===== config.mk =====
export PLATFORM = sky130hd
export DESIGN_NAME = modular_exponentiation_unit
export DESIGN_NICKNAME = d
export VERILOG_FILES = /design/src/rtl/mexp_pkg.sv /design/src/rtl/modular_exponentiation_unit.sv /design/src/rtl/mexp_mulmod.sv
export SDC_FILE = /design/constraint.sdc
export NUM_CORES = 1
export LEC_CHECK = 0
export ABC_CLOCK_PERIOD_IN_PS = 5850
export BUFFER_PORTS_ARGS = -buffer_cell sky130_fd_sc_hd__buf_2
export CAP_MARGIN = 5
export CORE_MARGIN = 2
export CORE_UTILIZATION = 55
export CTS_CLUSTER_DIAMETER = 80
export DETAILED_ROUTE_END_ITERATION = 8
export PLACE_DENSITY_LB_ADDON = 0.05
export SETUP_SLACK_MARGIN = 0.1
export SKIP_LAST_GASP = 1
export SLEW_MARGIN = 25
export SYNTH_ARGS = -nofsm -noshare
export SYNTH_HDL_FRONTEND = slang
export SYNTH_SLANG_ARGS = --single-unit

===== constraint.sdc =====
create_clock -name clock -period 5.85 [get_ports clock]
set_clock_uncertainty 0.05 [all_clocks]
set_input_delay 1.17 -clock clock [delete_from_list [all_inputs] [get_ports clock]]
set_output_delay 1.17 -clock clock [all_outputs]
set_load 0.02 [all_outputs]

===== src/rtl/mexp_pkg.sv =====
// Shared constants and types of the modular exponentiation unit.
package mexp_pkg;

   localparam int EXP_BITS = 63;
   localparam int MOD_BITS = 30;
   localparam int CNT_BITS = $clog2(MOD_BITS);

   localparam logic [MOD_BITS-1:0] MODULUS_RESET = MOD_BITS'(1000000007);

   typedef struct packed {
      logic                start;
      logic [MOD_BITS-1:0] x;
      logic [MOD_BITS-1:0] y;
   } mexp_mul_cmd_type;

   typedef struct packed {
      logic                done;
      logic [MOD_BITS-1:0] value;
   } mexp_mul_rsp_type;

endpackage


===== src/rtl/modular_exponentiation_unit.sv =====
// Top level of the modular exponentiation unit: sequencer, modulus register, result register.
//
// The unit computes req_base to the power req_exponent, modulo the modulus held in
// the configuration register, by right-to-left square and multiply.
// A word is accepted at a rising edge where start is high and busy is low. Unless the
// modulus is below two, busy then stays high until the result has been produced; one
// word is worked on at a time. The result word appears on rsp_power_mod, marked by
// rsp_strobe for exactly one cycle, and stays there until the next result. The
// receiver cannot stall, so nothing is ever held back. The modulus is written through
// csr_write_enable and csr_write_data; the user must write it only while the unit is
// idle, which the block itself does not enforce. Reset clears the sequencer and loads
// the modulus 1000000007. All work runs through one bit-serial modular multiplier that
// takes one multiplier bit per cycle. The base is first reduced by one pass of that
// multiplier, then each exponent bit up to the highest set bit costs one squaring plus
// one multiplication if set, with a decision state per bit; the squaring after the
// highest set bit is skipped. A modulus below two returns 0 on the cycle after acceptance.
module modular_exponentiation_unit import mexp_pkg::*; (
   input  logic                clock,
   input  logic                reset,
   input  logic                start,
   output logic                busy,
   input  logic [MOD_BITS-1:0] req_base,
   input  logic [EXP_BITS-1:0] req_exponent,
   output logic                rsp_strobe,
   output logic [MOD_BITS-1:0] rsp_power_mod,
   input  logic                csr_write_enable,
   input  logic [MOD_BITS-1:0] csr_write_data
);

   // Sequencer states, one-hot.
   typedef enum logic [4:0] {
      ST_IDLE    = 5'b00001,
      ST_REDUCE  = 5'b00010,
      ST_DECIDE  = 5'b00100,
      ST_MUL_ACC = 5'b01000,
      ST_MUL_SQ  = 5'b10000
   } state_type;

   state_type           state_ff, state_in;
   logic [MOD_BITS-1:0] modulus_ff, modulus_in;
   logic [EXP_BITS-1:0] exp_ff, exp_in;
   logic [MOD_BITS-1:0] acc_ff, acc_in;
   logic [MOD_BITS-1:0] sq_ff, sq_in;
   logic                rsp_strobe_ff, rsp_strobe_in;
   logic [MOD_BITS-1:0] rsp_power_mod_ff, rsp_power_mod_in;

   mexp_mul_cmd_type mul_cmd;
   mexp_mul_rsp_type mul_rsp;

   // The exponent register shifts right once per squaring, so bit 0 is always the
   // bit being worked on and the remaining bits above it tell whether work is left.
   logic exp_rest_zero;
   assign exp_rest_zero = (exp_ff[EXP_BITS-1:1] == '0);

   always_comb begin
      state_in         = state_ff;
      modulus_in       = modulus_ff;
      exp_in           = exp_ff;
      acc_in           = acc_ff;
      sq_in            = sq_ff;
      rsp_strobe_in    = 1'b0;
      rsp_power_mod_in = rsp_power_mod_ff;
      mul_cmd.start    = 1'b0;
      mul_cmd.x        = acc_ff;
      mul_cmd.y        = sq_ff;

      if (csr_write_enable) begin
         modulus_in = csr_write_data;
      end

      case (state_ff)
         ST_IDLE: begin
            if (start) begin
               if (modulus_ff < MOD_BITS'(2)) begin
                  // Every residue is zero for a modulus of zero or one.
                  rsp_strobe_in    = 1'b1;
                  rsp_power_mod_in = '0;
               end else begin
                  // Reduce the base as 1 times base, one base bit per cycle.
                  exp_in        = req_exponent;
                  acc_in        = MOD_BITS'(1);
                  mul_cmd.start = 1'b1;
                  mul_cmd.x     = MOD_BITS'(1);
                  mul_cmd.y     = req_base;
                  state_in      = ST_REDUCE;
               end
            end
         end
         ST_REDUCE: begin
            if (mul_rsp.done) begin
               sq_in    = mul_rsp.value;
               state_in = ST_DECIDE;
            end
         end
         ST_DECIDE: begin
            if (exp_ff == '0) begin
               rsp_strobe_in    = 1'b1;
               rsp_power_mod_in = acc_ff;
               state_in         = ST_IDLE;
            end else if (exp_ff[0]) begin
               mul_cmd.start = 1'b1;
               mul_cmd.x     = acc_ff;
               mul_cmd.y     = sq_ff;
               state_in      = ST_MUL_ACC;
            end else begin
               mul_cmd.start = 1'b1;
               mul_cmd.x     = sq_ff;
               mul_cmd.y     = sq_ff;
               state_in      = ST_MUL_SQ;
            end
         end
         ST_MUL_ACC: begin
            if (mul_rsp.done) begin
               acc_in = mul_rsp.value;
               if (exp_rest_zero) begin
                  // No higher bit is set, so the running square is not needed.
                  rsp_strobe_in    = 1'b1;
                  rsp_power_mod_in = mul_rsp.value;
                  state_in         = ST_IDLE;
               end else begin
                  mul_cmd.start = 1'b1;
                  mul_cmd.x     = sq_ff;
                  mul_cmd.y     = sq_ff;
                  state_in      = ST_MUL_SQ;
               end
            end
         end
         ST_MUL_SQ: begin
            if (mul_rsp.done) begin
               sq_in    = mul_rsp.value;
               exp_in   = {1'b0, exp_ff[EXP_BITS-1:1]};
               state_in = ST_DECIDE;
            end
         end
         default: begin
            state_in = ST_IDLE;
         end
      endcase
   end

   always_ff @(posedge clock) begin
      if (reset) begin
         state_ff      <= ST_IDLE;
         modulus_ff    <= MODULUS_RESET;
         rsp_strobe_ff <= 1'b0;
      end else begin
         state_ff      <= state_in;
         modulus_ff    <= modulus_in;
         rsp_strobe_ff <= rsp_strobe_in;
      end
      exp_ff           <= exp_in;
      acc_ff           <= acc_in;
      sq_ff            <= sq_in;
      rsp_power_mod_ff <= rsp_power_mod_in;
   end

   mexp_mulmod u_mulmod (
      .clock   (clock),
      .reset   (reset),
      .modulus (modulus_ff),
      .cmd     (mul_cmd),
      .rsp     (mul_rsp)
   );

   assign busy          = (state_ff != ST_IDLE);
   assign rsp_strobe    = rsp_strobe_ff;
   assign rsp_power_mod = rsp_power_mod_ff;

endmodule


===== src/rtl/mexp_mulmod.sv =====
// Bit-serial modular multiplier: one multiplier bit and one reduction per cycle.
module mexp_mulmod import mexp_pkg::*; (
   input  logic                clock,
   input  logic                reset,
   input  logic [MOD_BITS-1:0] modulus,
   input  mexp_mul_cmd_type    cmd,
   output mexp_mul_rsp_type    rsp
);

   logic                busy_ff, busy_in;
   logic                done_ff, done_in;
   logic [CNT_BITS-1:0] cnt_ff, cnt_in;
   logic [MOD_BITS-1:0] r_ff, r_in;
   logic [MOD_BITS-1:0] x_ff, x_in;
   logic [MOD_BITS-1:0] y_ff, y_in;

   logic [MOD_BITS+1:0] sum;
   logic [MOD_BITS+2:0] diff1;
   logic [MOD_BITS+2:0] diff2;

   // r stays below the modulus, so 2r + x is below three times the modulus.
   always_comb begin
      sum   = {1'b0, r_ff, 1'b0} + (y_ff[MOD_BITS-1] ? {2'b00, x_ff} : '0);
      diff1 = {1'b0, sum} - {3'b000, modulus};
      diff2 = {1'b0, sum} - {2'b00, modulus, 1'b0};
   end

   always_comb begin
      busy_in = busy_ff;
      done_in = 1'b0;
      cnt_in  = cnt_ff;
      r_in    = r_ff;
      x_in    = x_ff;
      y_in    = y_ff;
      if (busy_ff) begin
         if (!diff2[MOD_BITS+2]) begin
            r_in = diff2[MOD_BITS-1:0];
         end else if (!diff1[MOD_BITS+2]) begin
            r_in = diff1[MOD_BITS-1:0];
         end else begin
            r_in = sum[MOD_BITS-1:0];
         end
         y_in = {y_ff[MOD_BITS-2:0], 1'b0};
         cnt_in = cnt_ff - CNT_BITS'(1);
         if (cnt_ff == '0) begin
            busy_in = 1'b0;
            done_in = 1'b1;
         end
      end else if (cmd.start) begin
         busy_in = 1'b1;
         cnt_in  = CNT_BITS'(MOD_BITS - 1);
         r_in    = '0;
         x_in    = cmd.x;
         y_in    = cmd.y;
      end
   end

   always_ff @(posedge clock) begin
      if (reset) begin
         busy_ff <= 1'b0;
         done_ff <= 1'b0;
      end else begin
         busy_ff <= busy_in;
         done_ff <= done_in;
      end
      cnt_ff <= cnt_in;
      r_ff   <= r_in;
      x_ff   <= x_in;
      y_ff   <= y_in;
   end

   assign rsp.done  = done_ff;
   assign rsp.value = r_ff;

endmodule


==> reports/qor.txt <==
# clock sinks: 286
final period demand of the worst path: 5.62 ns
status: complete, no violations
Die Y: 180 um
cell area after synthesis: 17100 um2
PD cells: 486 nW/um2
Total GRT Usage: 0.271
clk root buf: clkbuf_16
Worst setup SP type: flop
Util after Layout: 0.656
Achievable Freq: 178 MHz
worst path required time: 6.10 ns
Hold Vio Cnt, Final: 0
R2R setup slack: 0.23 ns
die area: 32500 um2
final setup TNS: 0 ns
Final Cycle Share: 0.961
Synth warnings: 0
Core ar.: 30600 um2
Routed WL per cell: 20.1 um
DR vias: 13496
Peak VDD IR: 0.267 mV
die width: 180 um
pin count of the biggest net entering global routing: 65
DRC Markers: 0
Synth Register Bits: 286
Max FO, Critical Path: 7
classification of the worst-slack hold path: flop to flop
Ports: 159
worst-margin pin slew: 0.983 ns
mean post-synth cell area: 10.6 um2
htree depth: 2
layout cells sized above 1: 0.230
antenna-violating nets left: 0
Layout area overhead: 17.3%
vias in the first global route: 13134
routed wire length: 44.9 mm
Port-buffer cells: 158
Initial Utilization: 0.559
RePlAce Congestion: 0.946
Inserted Diodes: 0
Yosys top cell by area: edfxtp_1
number of synthesized flops with an enable pin: 247
CP Capture Type: flop
crit path kind: flop to flop
Nets: 2034
cells after synthesis: 1617
clk buf depth: 3
initial antenna violation count: 1
Rel. slew slack: 0.341
Fill cells: 2496
Critical Path AT: 5.87 ns
TritonRoute pass-1 iters: 5
async set or reset register ratio after synthesis: 0
top-area cell type share of the netlist area: 0.433
fin. max-slew vios: 0
Yosys cell types: 90
leak pwr: 8.37 nW
clock-pin slew on the worst setup and hold paths: 0.06 ns
CTS tree: done
Top FF cell, synth: edfxtp_1
global-route wire length before repair: 71.4 mm
pre-CTS setup slack: 0.0260 ns
# setup viols final: 0
RSZ-0062 raised after global routing: true
site row count: 64
Clock Latency Late Sink: 0.53 ns
PnR worst setup slack: 0.229 ns
DP HPWL: 32.1 mm
register area share after synthesis: 0.479
initial drt markers: 1137
Syn Nets: 1837
largest cells by area after synthesis: edfxtp_1 43%, ha_1 6.6%, dfxtp_1 4.6%
maxcap violations: 0
total CTS buffers: 34
GRT overflow: 0
Via density: 6.04
==> final timing paths <==
path / start / to / cells after the start
hold reg to reg: u_mulmod.y_ff[0]$_SDFFE_PP0P_ / u_mulmod.y_ff[0]$_SDFFE_PP0P_ / 2
hold / removal: u_mulmod.y_ff[0]$_SDFFE_PP0P_ / u_mulmod.y_ff[0]$_SDFFE_PP0P_ / 2
setup / recovery: u_mulmod.y_ff[29]$_DFFE_PP_ / u_mulmod.r_ff[4]$_SDFFCE_PN0P_ / 25
setup reg to reg: u_mulmod.y_ff[29]$_DFFE_PP_ / u_mulmod.r_ff[4]$_SDFFCE_PN0P_ / 25
==> per-layer routing <==
| metal | vias to the layer above | track usage | routed length, um |
|---|---|---|---|
| li1 | 6516 | - | - |
| met1 | 6430 | 0.421 | 21700 |
| met2 | 494 | 0.403 | 19100 |
| met3 | 56 | 0.0410 | 3180 |
| met4 | 0 | 0.0584 | 936 |
| met5 | - | 0 | 0 |
==> report_power, final <==
part | switching, mW | leakage, nW | internal, mW
Clock | 0.859 | 0.530 | 1.22
Combinational | 2.91 | 5.14 | 2.07
Sequential | 0.167 | 2.70 | 2.54
Total | 3.93 | 8.37 | 5.83
==> area by class of cell <==
class / count / area, um2 / area share
multi-input combinational: 1208 / 8690 / 0.433
sequential: 286 / 8200 / 0.408
timing repair buffer: 226 / 1370 / 0.0684
clock buffer: 40 / 873 / 0.0435
tap: 396 / 495 / 0.0247
inverter: 58 / 220 / 0.0110
clock inverter: 22 / 215 / 0.0107
==> worst max-delay path, cell delays in order (launching register included) <==
cell and delay [ns]:
edfxtp_1 0.43, buf_4 0.18, and2_1 0.14, ha_2 0.20, fa_2 0.40, a211oi_4 0.30, o211ai_1 0.16, nand3_2 0.14
a21oi_2 0.07, buf_4 0.15, o211a_1 0.24, o21a_1 0.18, or3_1 0.33, and2_4 0.19, ha_1 0.28, a21o_1 0.18
a21o_1 0.18, a21o_1 0.18, a21o_1 0.18, a21oi_2 0.15, o211ai_2 0.14, nor3_4 0.26, buf_12 0.15, buf_12 0.12
nand2_1 0.07, a311oi_2 0.33
==> registers in the layout, indices dropped and copies added (netlist names), 5 cells and up <==
name / flops
exp_ff: 63
acc_ff: 30
modulus_ff: 30
rsp_power_mod: 30
sq_ff: 30
u_mulmod.r_ff: 30
u_mulmod.x_ff: 30
u_mulmod.y_ff: 30
state_ff: 5
u_mulmod.cnt_ff: 5
==> metrics by stage <==
step,hold slack [ns],power [mW],cells,cell area (um2)
6_report,0.444,9.76,2236,20100
5_1_grt,0.476,10.3,2236,20100
2_1_floorplan,0.398,5.96,1617,17100
3_5_place_dp,0.431,7.29,2162,18600
3_3_place_gp,0.418,7.27,2162,18600
4_1_cts,0.444,9.40,2227,19700
==> layout by cell type (no fill, tap or decap), types with 11 or more instances in the layout <==
master | netlist | layout
ha_1 | 90 | 83
a31oi_1 | 12 | 12
o21ai_0 | 90 | 87
inv_1 | 55 | 55
clkbuf_16 | 0 | 36
nor2_1 | 94 | 93
and2_1 | 68 | 66
dfxtp_1 | 39 | 38
xor2_1 | 22 | 22
nand3_1 | 21 | 19
nand4_1 | 16 | 16
mux2i_1 | 48 | 48
nor3_1 | 19 | 19
buf_2 | 1 | 158
nand2_1 | 176 | 175
a21oi_1 | 90 | 84
o21a_1 | 25 | 25
nor4_1 | 24 | 23
xnor2_1 | 36 | 32
a211oi_1 | 15 | 11
o31ai_1 | 35 | 35
a21o_1 | 61 | 61
buf_4 | 1 | 63
o211ai_1 | 33 | 33
mux2_2 | 63 | 63
edfxtp_1 | 247 | 247
nand2b_1 | 12 | 12
==> cells in the mapped netlist, types with 5 or more instances <==
| master | n |
|---|---|
| xor2_1 | 22 |
| nor2b_1 | 8 |
| and3_1 | 9 |
| clkbuf_1 | 55 |
| o21a_1 | 25 |
| nor3_1 | 19 |
| mux2_2 | 63 |
| nor2_1 | 94 |
| nand3_1 | 21 |
| a311oi_1 | 8 |
| nand4_1 | 16 |
| o31ai_1 | 35 |
| a221oi_1 | 7 |
| o21bai_1 | 6 |
| mux2i_1 | 48 |
| or2_2 | 8 |
| o2111ai_1 | 5 |
| a21oi_1 | 90 |
| nor3b_1 | 5 |
| a31oi_1 | 12 |
| nand2_1 | 176 |
| o211ai_1 | 33 |
| a211o_1 | 7 |
| and2_1 | 68 |
| a21boi_0 | 5 |
| nand2b_1 | 12 |
| or3_1 | 11 |
| dfxtp_1 | 39 |
| nor4_1 | 24 |
| a211oi_1 | 15 |
| edfxtp_1 | 247 |
| inv_1 | 55 |
| a21o_1 | 61 |
| xnor2_1 | 36 |
| o21ai_0 | 90 |
| ha_1 | 90 |
==> what timing repair did <==
| item | CTS | global route |
|---|---|---|
| cloned | 0 | 2 |
| pin swaps | 0 | 12 |
| hold buffers | 0 | 0 |
| setup endpoints to repair | 28 | 30 |
| setup buffers | 3 | 7 |
| resized for setup | 2 | 41 |
==> logic make-up (layout without fill, tap and decap cells) <==
group | Yosys count | count (layout) | synth area share
AO/OA/AOI/OAI | 448 | 448 | 0.178
XOR/XNOR | 58 | 58 | 0.0297
adder cells (fa/ha/maj) | 93 | 93 | 0.0693
buffers and inverters | 123 | 346 | 0.0296
flip-flops | 286 | 286 | 0.479
multiplexers | 111 | 111 | 0.0695
AND/OR/NAND/NOR | 498 | 498 | 0.145
Note: power is estimated with default switching activity, not from simulation.
